$ cat src/sv/rphs_pkg.sv
// Shared types, command codes and constants for the road profile harmonic synthesiser.
`timescale 1ns / 1ps

package rphs_pkg;

    // Fixed-point constants
    localparam logic [31:0] ONE30        = 32'h4000_0000;
    localparam logic [32:0] ONE32        = 33'h1_0000_0000;
    localparam logic [31:0] INV_TWO_PI   = 32'd683565276;
    localparam logic [29:0] HALF_QUAD    = 30'h2000_0000;

    // Configuration register indexes (byte address bits [3:2])
    localparam logic [1:0] REG_TERM_COUNT  = 2'd0;
    localparam logic [1:0] REG_TRACK_END   = 2'd1;
    localparam logic [1:0] REG_FADE_LENGTH = 2'd2;

    // Register reset values
    localparam logic [10:0] TERM_COUNT_RST  = 11'd0;
    localparam logic [31:0] TRACK_END_RST   = 32'd6553600;
    localparam logic [31:0] FADE_LENGTH_RST = 32'd655360;

    // Input item kinds
    localparam logic OP_KIND_LOAD = 1'b0;
    localparam logic OP_KIND_EVAL = 1'b1;

    // Datapath commands
    typedef enum logic [4:0] {
        OP_IDLE,
        OP_RAMP_CHECK,
        OP_DIV_STEP,
        OP_RAMP_ANG,
        OP_COS_PREP,
        OP_MUL_ZZ,
        OP_Z2,
        OP_MUL_HORNER,
        OP_HORNER_SUB,
        OP_MUL_FINAL,
        OP_COS_DONE,
        OP_MUL_SM,
        OP_RAMP_DONE,
        OP_MUL_FADE,
        OP_FADE,
        OP_READ,
        OP_MUL_FX,
        OP_TERM_ANG,
        OP_MUL_AMP,
        OP_ACC,
        OP_MUL_SC_HI,
        OP_SC_HI,
        OP_MUL_SC_LO,
        OP_SC_OUT,
        OP_PUBLISH
    } dp_op_t;

    // Controller states
    typedef enum logic [4:0] {
        ST_IDLE,
        ST_RCHK,
        ST_RDIV,
        ST_RANG,
        ST_CPREP,
        ST_CMZ,
        ST_CZ2,
        ST_CHM,
        ST_CHS,
        ST_CFM,
        ST_CFS,
        ST_RMSM,
        ST_RDONE,
        ST_FMUL,
        ST_FADE,
        ST_TRD,
        ST_TMX,
        ST_TANG,
        ST_TMA,
        ST_TACC,
        ST_SMH,
        ST_SHI,
        ST_SML,
        ST_SOUT,
        ST_PUB
    } ctrl_state_t;

    typedef struct packed {
        dp_op_t     op;
        logic       track;     // 0 left, 1 right
        logic       ramp_sel;  // 0 rising, 1 falling
        logic [2:0] step;      // Horner coefficient index
    } dp_cmd_t;

    typedef struct packed {
        logic ramp_mid;  // position lies strictly inside the ramp
        logic out_free;  // output register can take a result
    } dp_status_t;

    // Horner coefficients, Q2.30, highest order first
    function automatic logic [31:0] horner_coef(input logic use_cos, input logic [2:0] k);
        logic [31:0] c;
        if (use_cos)
        begin
            case (k)
                3'd0:    c = 32'd506;
                3'd1:    c = 32'd27061;
                3'd2:    c = 32'd987048;
                3'd3:    c = 32'd22401992;
                3'd4:    c = 32'd272375560;
                default: c = 32'd1324675879;
            endcase
        end
        else
        begin
            case (k)
                3'd0:    c = 32'd3864;
                3'd1:    c = 32'd172272;
                3'd2:    c = 32'd5026995;
                3'd3:    c = 32'd85569306;
                3'd4:    c = 32'd693598668;
                default: c = 32'd1686629713;
            endcase
        end
        return c;
    endfunction

endpackage

$ cat src/sv/rphs_ctrl.sv
// Controller: sequences ramps, cosine evaluations, the term loop and output scaling.
`timescale 1ns / 1ps

module rphs_ctrl #(
    parameter int MAX_TERMS = 1024
) (
    input  logic                                            clk,
    input  logic                                            rst_n,
    input  logic                                            in_accept,
    input  logic                                            in_op,
    output logic                                            in_ready,
    input  logic [10:0]                                     term_count,
    input  rphs_pkg::dp_status_t                            status,
    output rphs_pkg::dp_cmd_t                               cmd,
    output logic [(MAX_TERMS > 1 ? $clog2(MAX_TERMS) : 1)-1:0] rd_addr
);

    localparam int AW = (MAX_TERMS > 1) ? $clog2(MAX_TERMS) : 1;
    localparam int CW = $clog2(MAX_TERMS + 1);

    rphs_pkg::ctrl_state_t state_reg, state_next;
    logic          ramp_sel_reg, ramp_sel_next;
    logic          track_reg, track_next;
    logic          in_ramp_reg, in_ramp_next;
    logic [4:0]    div_cnt_reg, div_cnt_next;
    logic [2:0]    h_cnt_reg, h_cnt_next;
    logic [CW-1:0] idx_reg, idx_next;
    logic [CW-1:0] n_reg, n_next;
    logic [CW-1:0] n_clip;

    assign n_clip  = (32'(term_count) > 32'(MAX_TERMS)) ? CW'(MAX_TERMS) : CW'(term_count);
    assign rd_addr = idx_reg[AW-1:0];

    // State register
    always_ff @(posedge clk or negedge rst_n)
    begin
        if (!rst_n)
        begin
            state_reg    <= rphs_pkg::ST_IDLE;
            ramp_sel_reg <= 1'b0;
            track_reg    <= 1'b0;
            in_ramp_reg  <= 1'b0;
            div_cnt_reg  <= '0;
            h_cnt_reg    <= '0;
            idx_reg      <= '0;
            n_reg        <= '0;
        end
        else
        begin
            state_reg    <= state_next;
            ramp_sel_reg <= ramp_sel_next;
            track_reg    <= track_next;
            in_ramp_reg  <= in_ramp_next;
            div_cnt_reg  <= div_cnt_next;
            h_cnt_reg    <= h_cnt_next;
            idx_reg      <= idx_next;
            n_reg        <= n_next;
        end
    end

    // Next state and datapath commands
    always_comb
    begin
        state_next    = state_reg;
        ramp_sel_next = ramp_sel_reg;
        track_next    = track_reg;
        in_ramp_next  = in_ramp_reg;
        div_cnt_next  = div_cnt_reg;
        h_cnt_next    = h_cnt_reg;
        idx_next      = idx_reg;
        n_next        = n_reg;
        in_ready      = 1'b0;
        cmd.op        = rphs_pkg::OP_IDLE;
        cmd.track     = track_reg;
        cmd.ramp_sel  = ramp_sel_reg;
        cmd.step      = h_cnt_reg + 3'd1;

        unique case (state_reg)
            rphs_pkg::ST_IDLE:
            begin
                in_ready = 1'b1;
                if (in_accept && (in_op == rphs_pkg::OP_KIND_EVAL))
                begin
                    n_next        = n_clip;
                    ramp_sel_next = 1'b0;
                    in_ramp_next  = 1'b1;
                    state_next    = rphs_pkg::ST_RCHK;
                end
            end
            rphs_pkg::ST_RCHK:
            begin
                cmd.op = rphs_pkg::OP_RAMP_CHECK;
                if (status.ramp_mid)
                begin
                    div_cnt_next = '0;
                    state_next   = rphs_pkg::ST_RDIV;
                end
                else if (!ramp_sel_reg)
                begin
                    ramp_sel_next = 1'b1;
                end
                else
                begin
                    state_next = rphs_pkg::ST_FMUL;
                end
            end
            rphs_pkg::ST_RDIV:
            begin
                cmd.op       = rphs_pkg::OP_DIV_STEP;
                div_cnt_next = div_cnt_reg + 5'd1;
                if (div_cnt_reg == 5'd31)
                begin
                    state_next = rphs_pkg::ST_RANG;
                end
            end
            rphs_pkg::ST_RANG:
            begin
                cmd.op     = rphs_pkg::OP_RAMP_ANG;
                state_next = rphs_pkg::ST_CPREP;
            end
            rphs_pkg::ST_CPREP:
            begin
                cmd.op     = rphs_pkg::OP_COS_PREP;
                state_next = rphs_pkg::ST_CMZ;
            end
            rphs_pkg::ST_CMZ:
            begin
                cmd.op     = rphs_pkg::OP_MUL_ZZ;
                state_next = rphs_pkg::ST_CZ2;
            end
            rphs_pkg::ST_CZ2:
            begin
                cmd.op     = rphs_pkg::OP_Z2;
                h_cnt_next = '0;
                state_next = rphs_pkg::ST_CHM;
            end
            rphs_pkg::ST_CHM:
            begin
                cmd.op     = rphs_pkg::OP_MUL_HORNER;
                state_next = rphs_pkg::ST_CHS;
            end
            rphs_pkg::ST_CHS:
            begin
                cmd.op     = rphs_pkg::OP_HORNER_SUB;
                h_cnt_next = h_cnt_reg + 3'd1;
                state_next = (h_cnt_reg == 3'd4) ? rphs_pkg::ST_CFM : rphs_pkg::ST_CHM;
            end
            rphs_pkg::ST_CFM:
            begin
                cmd.op     = rphs_pkg::OP_MUL_FINAL;
                state_next = rphs_pkg::ST_CFS;
            end
            rphs_pkg::ST_CFS:
            begin
                cmd.op     = rphs_pkg::OP_COS_DONE;
                state_next = in_ramp_reg ? rphs_pkg::ST_RMSM : rphs_pkg::ST_TMA;
            end
            rphs_pkg::ST_RMSM:
            begin
                cmd.op     = rphs_pkg::OP_MUL_SM;
                state_next = rphs_pkg::ST_RDONE;
            end
            rphs_pkg::ST_RDONE:
            begin
                cmd.op = rphs_pkg::OP_RAMP_DONE;
                if (!ramp_sel_reg)
                begin
                    ramp_sel_next = 1'b1;
                    state_next    = rphs_pkg::ST_RCHK;
                end
                else
                begin
                    state_next = rphs_pkg::ST_FMUL;
                end
            end
            rphs_pkg::ST_FMUL:
            begin
                cmd.op     = rphs_pkg::OP_MUL_FADE;
                state_next = rphs_pkg::ST_FADE;
            end
            rphs_pkg::ST_FADE:
            begin
                cmd.op       = rphs_pkg::OP_FADE;
                idx_next     = '0;
                track_next   = 1'b0;
                in_ramp_next = 1'b0;
                state_next   = (n_reg == '0) ? rphs_pkg::ST_SMH : rphs_pkg::ST_TRD;
            end
            rphs_pkg::ST_TRD:
            begin
                cmd.op     = rphs_pkg::OP_READ;
                state_next = rphs_pkg::ST_TMX;
            end
            rphs_pkg::ST_TMX:
            begin
                cmd.op     = rphs_pkg::OP_MUL_FX;
                track_next = 1'b0;
                state_next = rphs_pkg::ST_TANG;
            end
            rphs_pkg::ST_TANG:
            begin
                cmd.op     = rphs_pkg::OP_TERM_ANG;
                state_next = rphs_pkg::ST_CPREP;
            end
            rphs_pkg::ST_TMA:
            begin
                cmd.op     = rphs_pkg::OP_MUL_AMP;
                state_next = rphs_pkg::ST_TACC;
            end
            rphs_pkg::ST_TACC:
            begin
                cmd.op = rphs_pkg::OP_ACC;
                if (!track_reg)
                begin
                    track_next = 1'b1;
                    state_next = rphs_pkg::ST_TANG;
                end
                else
                begin
                    idx_next   = idx_reg + CW'(1);
                    track_next = 1'b0;
                    state_next = (idx_reg + CW'(1) == n_reg) ? rphs_pkg::ST_SMH
                                                             : rphs_pkg::ST_TRD;
                end
            end
            rphs_pkg::ST_SMH:
            begin
                cmd.op     = rphs_pkg::OP_MUL_SC_HI;
                state_next = rphs_pkg::ST_SHI;
            end
            rphs_pkg::ST_SHI:
            begin
                cmd.op     = rphs_pkg::OP_SC_HI;
                state_next = rphs_pkg::ST_SML;
            end
            rphs_pkg::ST_SML:
            begin
                cmd.op     = rphs_pkg::OP_MUL_SC_LO;
                state_next = rphs_pkg::ST_SOUT;
            end
            rphs_pkg::ST_SOUT:
            begin
                cmd.op = rphs_pkg::OP_SC_OUT;
                if (!track_reg)
                begin
                    track_next = 1'b1;
                    state_next = rphs_pkg::ST_SMH;
                end
                else
                begin
                    state_next = rphs_pkg::ST_PUB;
                end
            end
            rphs_pkg::ST_PUB:
            begin
                if (status.out_free)
                begin
                    cmd.op     = rphs_pkg::OP_PUBLISH;
                    state_next = rphs_pkg::ST_IDLE;
                end
            end
            default:
            begin
                state_next = rphs_pkg::ST_IDLE;
            end
        endcase
    end

    // Table reads stay within the loaded term count
    a_idx_bound: assert property (@(posedge clk) disable iff (!rst_n)
        (state_reg == rphs_pkg::ST_TRD) |-> (idx_reg < n_reg))
        else $error("term index beyond term count");

    // Horner loop never runs past the last coefficient
    a_horner_bound: assert property (@(posedge clk) disable iff (!rst_n)
        (state_reg == rphs_pkg::ST_CHS) |-> (h_cnt_reg <= 3'd4))
        else $error("Horner step out of range");

    // An evaluate always leaves idle for the fade ramps
    a_eval_start: assert property (@(posedge clk) disable iff (!rst_n)
        (state_reg == rphs_pkg::ST_IDLE && in_accept && in_op == rphs_pkg::OP_KIND_EVAL)
        |=> (state_reg == rphs_pkg::ST_RCHK))
        else $error("evaluate not started");

endmodule

$ cat config.mk
export PLATFORM = sky130hd
export DESIGN_NAME = rphs_ctrl
export DESIGN_NICKNAME = d
export VERILOG_FILES = /design/src/sv/rphs_pkg.sv /design/src/sv/rphs_ctrl.sv
export SDC_FILE = /design/constraint.sdc
export NUM_CORES = 1
export LEC_CHECK = 0
export BUFFER_PORTS_ARGS = -buffer_cell sky130_fd_sc_hd__buf_2
export CORE_ASPECT_RATIO = 1.2
export CORE_MARGIN = 4
export CORE_UTILIZATION = 45
export CTS_CLUSTER_DIAMETER = 60
export DETAILED_ROUTE_END_ITERATION = 8
export GPL_TIMING_DRIVEN = 0
export MAX_ROUTING_LAYER = met4
export PLACE_DENSITY_LB_ADDON = 0.25
export SYNTH_ARGS = -nofsm -noshare
export SYNTH_HDL_FRONTEND = slang
export SYNTH_SLANG_ARGS = --single-unit
$ cat constraint.sdc
create_clock -name clk -period 2.7 [get_ports clk]
set_input_delay 0 -clock clk [delete_from_list [all_inputs] [get_ports clk]]
set_output_delay 0 -clock clk [all_outputs]
set_load 0.01 [all_outputs]
**Word-level counts from Yosys, hierarchy flattened**

Index checks and enable logic that the tools add are counted.

- Memory bits (read-only): 0
- Register bits after elaboration: 38
- Bits in writable memories: 0
- Bits in latches: 0
- Memories kept: 0
- Word-level logic and storage cells: 92
- Input port bits: 17
- Output and inout bits: 21

- Add/subtract/negate cells: 3
- Order comparisons: 1
- Reduce and logical (&&, ||, !) cells: 17
- Mux-type cells: 29
- Div/mod/pow operators: 0
- Shift operators: 0
- Bitwise operators: 0
- Multipliers: 0
- Equal/unequal tests: 34

Operators by type and width:

| kind | count |
|---|---|
| 5-bit case mux with 24 select lines | 2 |
| 5-bit 2-to-1 mux | 11 |
| 5-bit equality test, second input constant | 10 |
| 5-bit by 4-bit equality test with 1-bit output, second input constant | 8 |
| 11-bit 2-to-1 mux | 2 |
| 11-bit case mux with 2 select lines | 1 |
| 5-bit by 3-bit equality test with 1-bit output, second input constant | 4 |
| 4-bit 2-to-1 mux | 3 |
| 2-bit != test, second input constant | 6 |
| 11-bit by 1-bit adder with 11-bit output, second input constant | 1 |
| 11-bit equality test | 1 |
| 11-bit > comparator, second input constant | 1 |
| 11-bit zero test | 1 |
| 5-bit by 2-bit equality test with 1-bit output, second input constant | 2 |
| 5-bit case mux with 2 select lines | 1 |
| 2-bit AND reduction | 4 |
| 2-bit nonzero test | 4 |
| 1-bit case mux with 3 select lines | 2 |
| 3-bit case mux with 2 select lines | 1 |
| 3-bit nonzero test | 2 |
| 5-bit by 1-bit adder with 5-bit output, second input constant | 1 |
| 5-bit by 1-bit equality test with 1-bit output, second input constant | 1 |
| 5-bit zero test | 1 |
| 1-bit 2-to-1 mux | 5 |
| 8 further kinds | 9 |

**Depth between registers and ports, before layout**

- Depth in word-level cells: 5
- Depth in mapped cells: 7
- Gate-level depth less buffers: 7

**Least setup slack after synthesis**

OpenSTA, ideal clock, no wires.

- Path kind: register -> register
- From: register idx_reg[0]
- To: register state_reg[1]
- Path buffers: 0
- Cell stages (with the launch flop): 8
- Clock period less this slack: 2.152 ns
- Path slack: 0.548 ns
- Data required time: 2.569 ns
- Arrival time: 2.021 ns
- Library setup time: 0.131 ns
- Cells stage by stage: dfrtp_1 > ha_1 > nand2b_1 > a32oi_1 > o2111ai_2 > a2111oi_4 > nor2_2 > or3_1

- Cells in the longest elaborated chain, start to end: 5

RTL lines:

| item | RTL line | RTL |
|---|---|---|
| start, declared | rphs_ctrl.sv:27 | `logic [CW-1:0] idx_reg, idx_next;` |
| start signal, assigned | rphs_ctrl.sv:56 | `idx_reg <= idx_next;` |
| 11-bit by 1-bit adder with 11-bit output | rphs_ctrl.sv:222 | `state_next = (idx_reg + CW'(1) == n_reg) ? rphs_pkg::ST_SMH` |
| 11-bit equality test | rphs_ctrl.sv:222 |  |
| 5-bit 2-to-1 mux | rphs_ctrl.sv:222 |  |
| 5-bit 2-to-1 mux | rphs_ctrl.sv:213 | `if (!track_reg)` |
| 5-bit case mux with 24 select lines | rphs_ctrl.sv:78 | `unique case (state_reg)` |
| end signal, assigned | rphs_ctrl.sv:39 | `state_reg <= rphs_pkg::ST_IDLE;` |
| end signal, assigned | rphs_ctrl.sv:50 | `state_reg <= state_next;` |
| end, declared | rphs_ctrl.sv:21 | `rphs_pkg::ctrl_state_t state_reg, state_next;` |

Every way passes these cells.
A chain may end at the register's enable or synchronous reset.

**Final worst setup path**

Ends and elaborated chain as after synthesis.

==> results by group <==
Run status
  – Outcome: finished clean

STA
  – Minimum clock period after layout: 2410 ps
  – Setup Skew: 11.3 ps
  – Highest clock frequency the design can meet: 415 MHz
  – Worst-margin pin slew: 842 ps
  – Slew headroom: 43.9%
  – Number of pins with negative max-slew slack in the final report: 0
  – RSZ-0062 raised after global routing: no
  – Endpoints failing hold: 0
  – Final critical-path share of the clock period: 89.3%
  – Setup violators final: 0
  – Aggregate negative setup slack: 0 ps

Min path
  – Endpoint of the worst hold-timing path: in_ramp_reg$_DFFE_PN0P_
  – Launch instance of the worst min-delay path: in_op
  – Min-Delay Path Class: in2reg
  – Count of cells along the worst hold path: 3

Clocking
  – Level count of the clock H-tree: 2
  – Buffer cell driving the clock tree root: sky130_fd_sc_hd__clkbuf_8
  – CTS buffer count: 5
  – Clock Latency Late Sink: 300 ps
  – Clock tree from TritonCTS: done
  – Total setup buffers inserted after CTS: 0
  – Post-CTS clock slew at the launch and capture registers of the worst setup and hold paths: 80 ps
  – Clock sinks: 38
  – Number of buffers on the longest clock path: 2

Power and ir drop
  – Power density over the cells: 874 nW/um^2
  – Tot Pwr: 0.00282 W
  – Highest ir drop seen on vdd: 495 uV
  – Static leakage: 1.43 nW

Drt
  – Antenna-violating nets left: 0
  – M1 WL: 2830 um
  – Highest signal layer in the routed design: met4
  – Via-per-instance ratio: 5.41
  – Sum of routed wire length over all layers: 6440 um
  – Via count: 2461
  – Number of detailed-route iterations in the first pass: 4
  – Met2 routed WL: 3210 um
  – DRC violation count after routing: 0
  – Wire length on met3: 316 um
  – WL/cell: 14.1 um
  – Initial drt markers: 104

Logic synthesis
  – Distinct cell type count of the synthesized netlist: 59
  – Post-synth EDFFs: 0
  – Gate count after technology mapping: 318
  – Syn Nets: 340
  – Most instantiated flip-flop cell in the synthesis netlist: sky130_fd_sc_hd__dfrtp_1
  – Yosys warnings: 0
  – Fraction of the yosys area taken by sequential cells: 35.5%
  – Post-synth ARST share: 100%
  – Synth Register Bits: 38
  – Syn Std Cell Area: 2680 um^2
  – Mean cell area of the mapped netlist: 8.43 um^2

Setup path
  – Worst reg2reg path endpoint: state_reg[1]$_DFFE_PN0P_
  – Worst path max stage delay: 490 ps
  – CP endpoint kind: register
  – Critical Path RT: 2880 ps
  – Cells along the critical path: ha_2, nand3_1, o21ai_0, o2111ai_2, a2111oi_4, nor2_2, or3_1
  – Kind of cell adding the most delay to the critical path: compound AO/OA/AOI/OAI gates
  – Number of buffer and inverter instances along the worst setup path: 0
  – Critical path fanouts, max: 7
  – Reg2Reg Depth: 7
  – Path length in cells of the critical path: 7
  – Classification of the worst setup path: reg2reg
  – Origin of the critical flop-to-flop path: idx_reg[0]$_DFFE_PN0P_
  – Startpoint type of the worst setup path: register
  – Setup slack, reg-to-reg: 290 ps
  – Arr. time, crit path: 2590 ps
  – Critical path's slowest cell: sky130_fd_sc_hd__dfrtp_1

Placed design
  – Global placement routability congestion: 0.911
  – Number of input and output port buffers inserted: 37
  – Sum of net half-perimeters after detailed placement: 4790 um

Floorplan
  – Horizontal die dimension: 78.5 um
  – Initial cell density of the core: 47.0%
  – Die span in y: 92.5 um
  – Core Footprint: 5710 um^2
  – Number of placement rows: 30
  – Number of primary I/O pins: 38
  – Area enclosed by the die boundary: 7260 um^2

Layout
  – NumNets Final: 396
  – # diodes: 0
  – Fraction of final layout cells with drive strength greater than 1: 20.0%
  – Growth of design area from synthesis to finish: 20.5%

Global routing
  – Antenna violations before repair: 0
  – Sum of overflow across all layers after global routing: 0
  – Maximum number of pins on one net before global-route repair: 39
  – Number of global-route vias before repair: 2331
  – First-pass GRT wire length: 11000 um
  – GR Util All Layers: 19.4%

Job
  – Number of violations of the max-capacitance limit: 0
[cell usage after synthesis, types with 2 or more instances]
cell                        n  area share (%)
sky130_fd_sc_hd__nor3_1     6             1.1
sky130_fd_sc_hd__nand3_1   12             2.2
sky130_fd_sc_hd__nand3b_1   3            0.84
sky130_fd_sc_hd__nand2b_1  14             3.3
sky130_fd_sc_hd__mux2_2     2            0.84
sky130_fd_sc_hd__nand2_1   45             6.3
sky130_fd_sc_hd__and3b_1    2            0.65
sky130_fd_sc_hd__xnor2_1    8             2.6
sky130_fd_sc_hd__o21ai_1   10             1.9
sky130_fd_sc_hd__o22ai_1    3            0.70
sky130_fd_sc_hd__and3_1     3            0.70
sky130_fd_sc_hd__a22o_1     3            0.98
sky130_fd_sc_hd__nor2b_1    9             2.1
sky130_fd_sc_hd__a31oi_1    2            0.47
sky130_fd_sc_hd__or3_1      3            0.70
sky130_fd_sc_hd__a21oi_1   10             1.9
sky130_fd_sc_hd__dfrtp_1   38              35
sky130_fd_sc_hd__ha_1       5             2.3
sky130_fd_sc_hd__nand4_1    3            0.70
sky130_fd_sc_hd__clkbuf_1  12             1.7
sky130_fd_sc_hd__o41ai_1    4             1.3
sky130_fd_sc_hd__a21boi_0   3            0.84
sky130_fd_sc_hd__o211ai_1   3            0.84
sky130_fd_sc_hd__o21a_1     2            0.56
sky130_fd_sc_hd__nor4_1     3            0.70
sky130_fd_sc_hd__o31a_1     2            0.65
sky130_fd_sc_hd__a21o_1     2            0.56
sky130_fd_sc_hd__o311ai_0   2            0.65
sky130_fd_sc_hd__o31ai_1    4             1.1
sky130_fd_sc_hd__a211o_1    2            0.65
sky130_fd_sc_hd__inv_1      7            0.98
sky130_fd_sc_hd__nor2_1    17             2.4
sky130_fd_sc_hd__xor2_1     5             1.6
sky130_fd_sc_hd__and2_1     3            0.70
sky130_fd_sc_hd__buf_4     14             3.9
sky130_fd_sc_hd__o21ai_0   29             5.4
[worst max-delay path by stage]
stage / slack, ps / to / start
2_1_floorplan: 550 / state_reg[1]$_DFFE_PN0P_ / idx_reg[0]$_DFFE_PN0P_
3_3_place_gp: 270 / state_reg[1]$_DFFE_PN0P_ / idx_reg[0]$_DFFE_PN0P_
3_5_place_dp: 210 / state_reg[1]$_DFFE_PN0P_ / idx_reg[0]$_DFFE_PN0P_
4_1_cts: 210 / state_reg[1]$_DFFE_PN0P_ / idx_reg[0]$_DFFE_PN0P_
5_1_grt: 30 / state_reg[1]$_DFFE_PN0P_ / idx_reg[0]$_DFFE_PN0P_
6_report: 290 / state_reg[1]$_DFFE_PN0P_ / idx_reg[0]$_DFFE_PN0P_
[area by class of cell]
type | instances | area, um^2
Clock inverter | 2 | 60.1
Clock buffer | 6 | 82.6
Sequential cell | 38 | 951
Fill cell | 559 | 2470
Inverter | 7 | 26.3
Tap cell | 80 | 100
Timing Repair Buffer | 49 | 305
Multi-Input combinational cell | 244 | 1540
Buffer | 29 | 170
[worst register-to-register path: stages (launching register included)]
cell                        delay, ps
sky130_fd_sc_hd__dfrtp_1          490
sky130_fd_sc_hd__ha_2             310
sky130_fd_sc_hd__nand3_1          150
sky130_fd_sc_hd__o21ai_0          240
sky130_fd_sc_hd__o2111ai_2        180
sky130_fd_sc_hd__a2111oi_4        460
sky130_fd_sc_hd__nor2_2            90
sky130_fd_sc_hd__or3_1            370
[cell usage in the layout, fill, tap and decap left out, types with 5 or more instances in the layout]
cell	count
sky130_fd_sc_hd__a21oi_1	10
sky130_fd_sc_hd__buf_2	38
sky130_fd_sc_hd__buf_4	14
sky130_fd_sc_hd__clkbuf_1	12
sky130_fd_sc_hd__clkbuf_8	6
sky130_fd_sc_hd__dfrtp_1	38
sky130_fd_sc_hd__dlygate4sd3_1	12
sky130_fd_sc_hd__inv_1	7
sky130_fd_sc_hd__nand2_1	45
sky130_fd_sc_hd__nand2b_1	14
sky130_fd_sc_hd__nand3_1	12
sky130_fd_sc_hd__nor2_1	17
sky130_fd_sc_hd__nor2b_1	9
sky130_fd_sc_hd__nor3_1	6
sky130_fd_sc_hd__o21ai_0	29
sky130_fd_sc_hd__o21ai_1	10
sky130_fd_sc_hd__xnor2_1	8
sky130_fd_sc_hd__xor2_1	5
[power by group]
part           switching (W)  leakage (nW)  internal (W)
combinational       0.000727         0.856      0.000556
clock               0.000216        0.0714      0.000394
sequential          0.000194         0.505      0.000736
[cell families after synthesis]
logic type | Yosys count | synth area share, %
AND/OR/NAND/NOR | 133 | 26.7
AO/OA/AOI/OAI | 89 | 22.1
flip-flops | 38 | 35.5
buffers and inverters | 36 | 7.33
XOR/XNOR | 14 | 4.86
adder cells (fa/ha/maj) | 5 | 2.33
multiplexers | 3 | 1.21
[through the flow]
step	std cells	setup slack (ps)	util [%]	area (um^2)	hold slack, ps
detailed placement	435	205	52.0	2970	168
global placement	435	266	52.0	2970	167
floorplan	318	548	-	2680	-296
global route	455	30.4	56.6	3230	127
CTS	455	212	56.6	3230	87.8
finish	455	289	56.6	3230	96.2
[repair_timing]
| item | 4_1_cts | 5_1_grt |
|---|---|---|
| hold endpoints to repair | 48 | 0 |
| hold buffers | 12 | 0 |
| resized for setup | 0 | 1 |
| setup endpoints to repair | 0 | 1 |
[layer usage]
metal | track usage [%] | up-vias
met2 | 32.5 | 68
li1 | - | 1234
met1 | 24.0 | 1147
met4 | 5.98 | 0
met3 | 3.21 | 12
met5 | - | -
(Power assumes the default switching activity.)
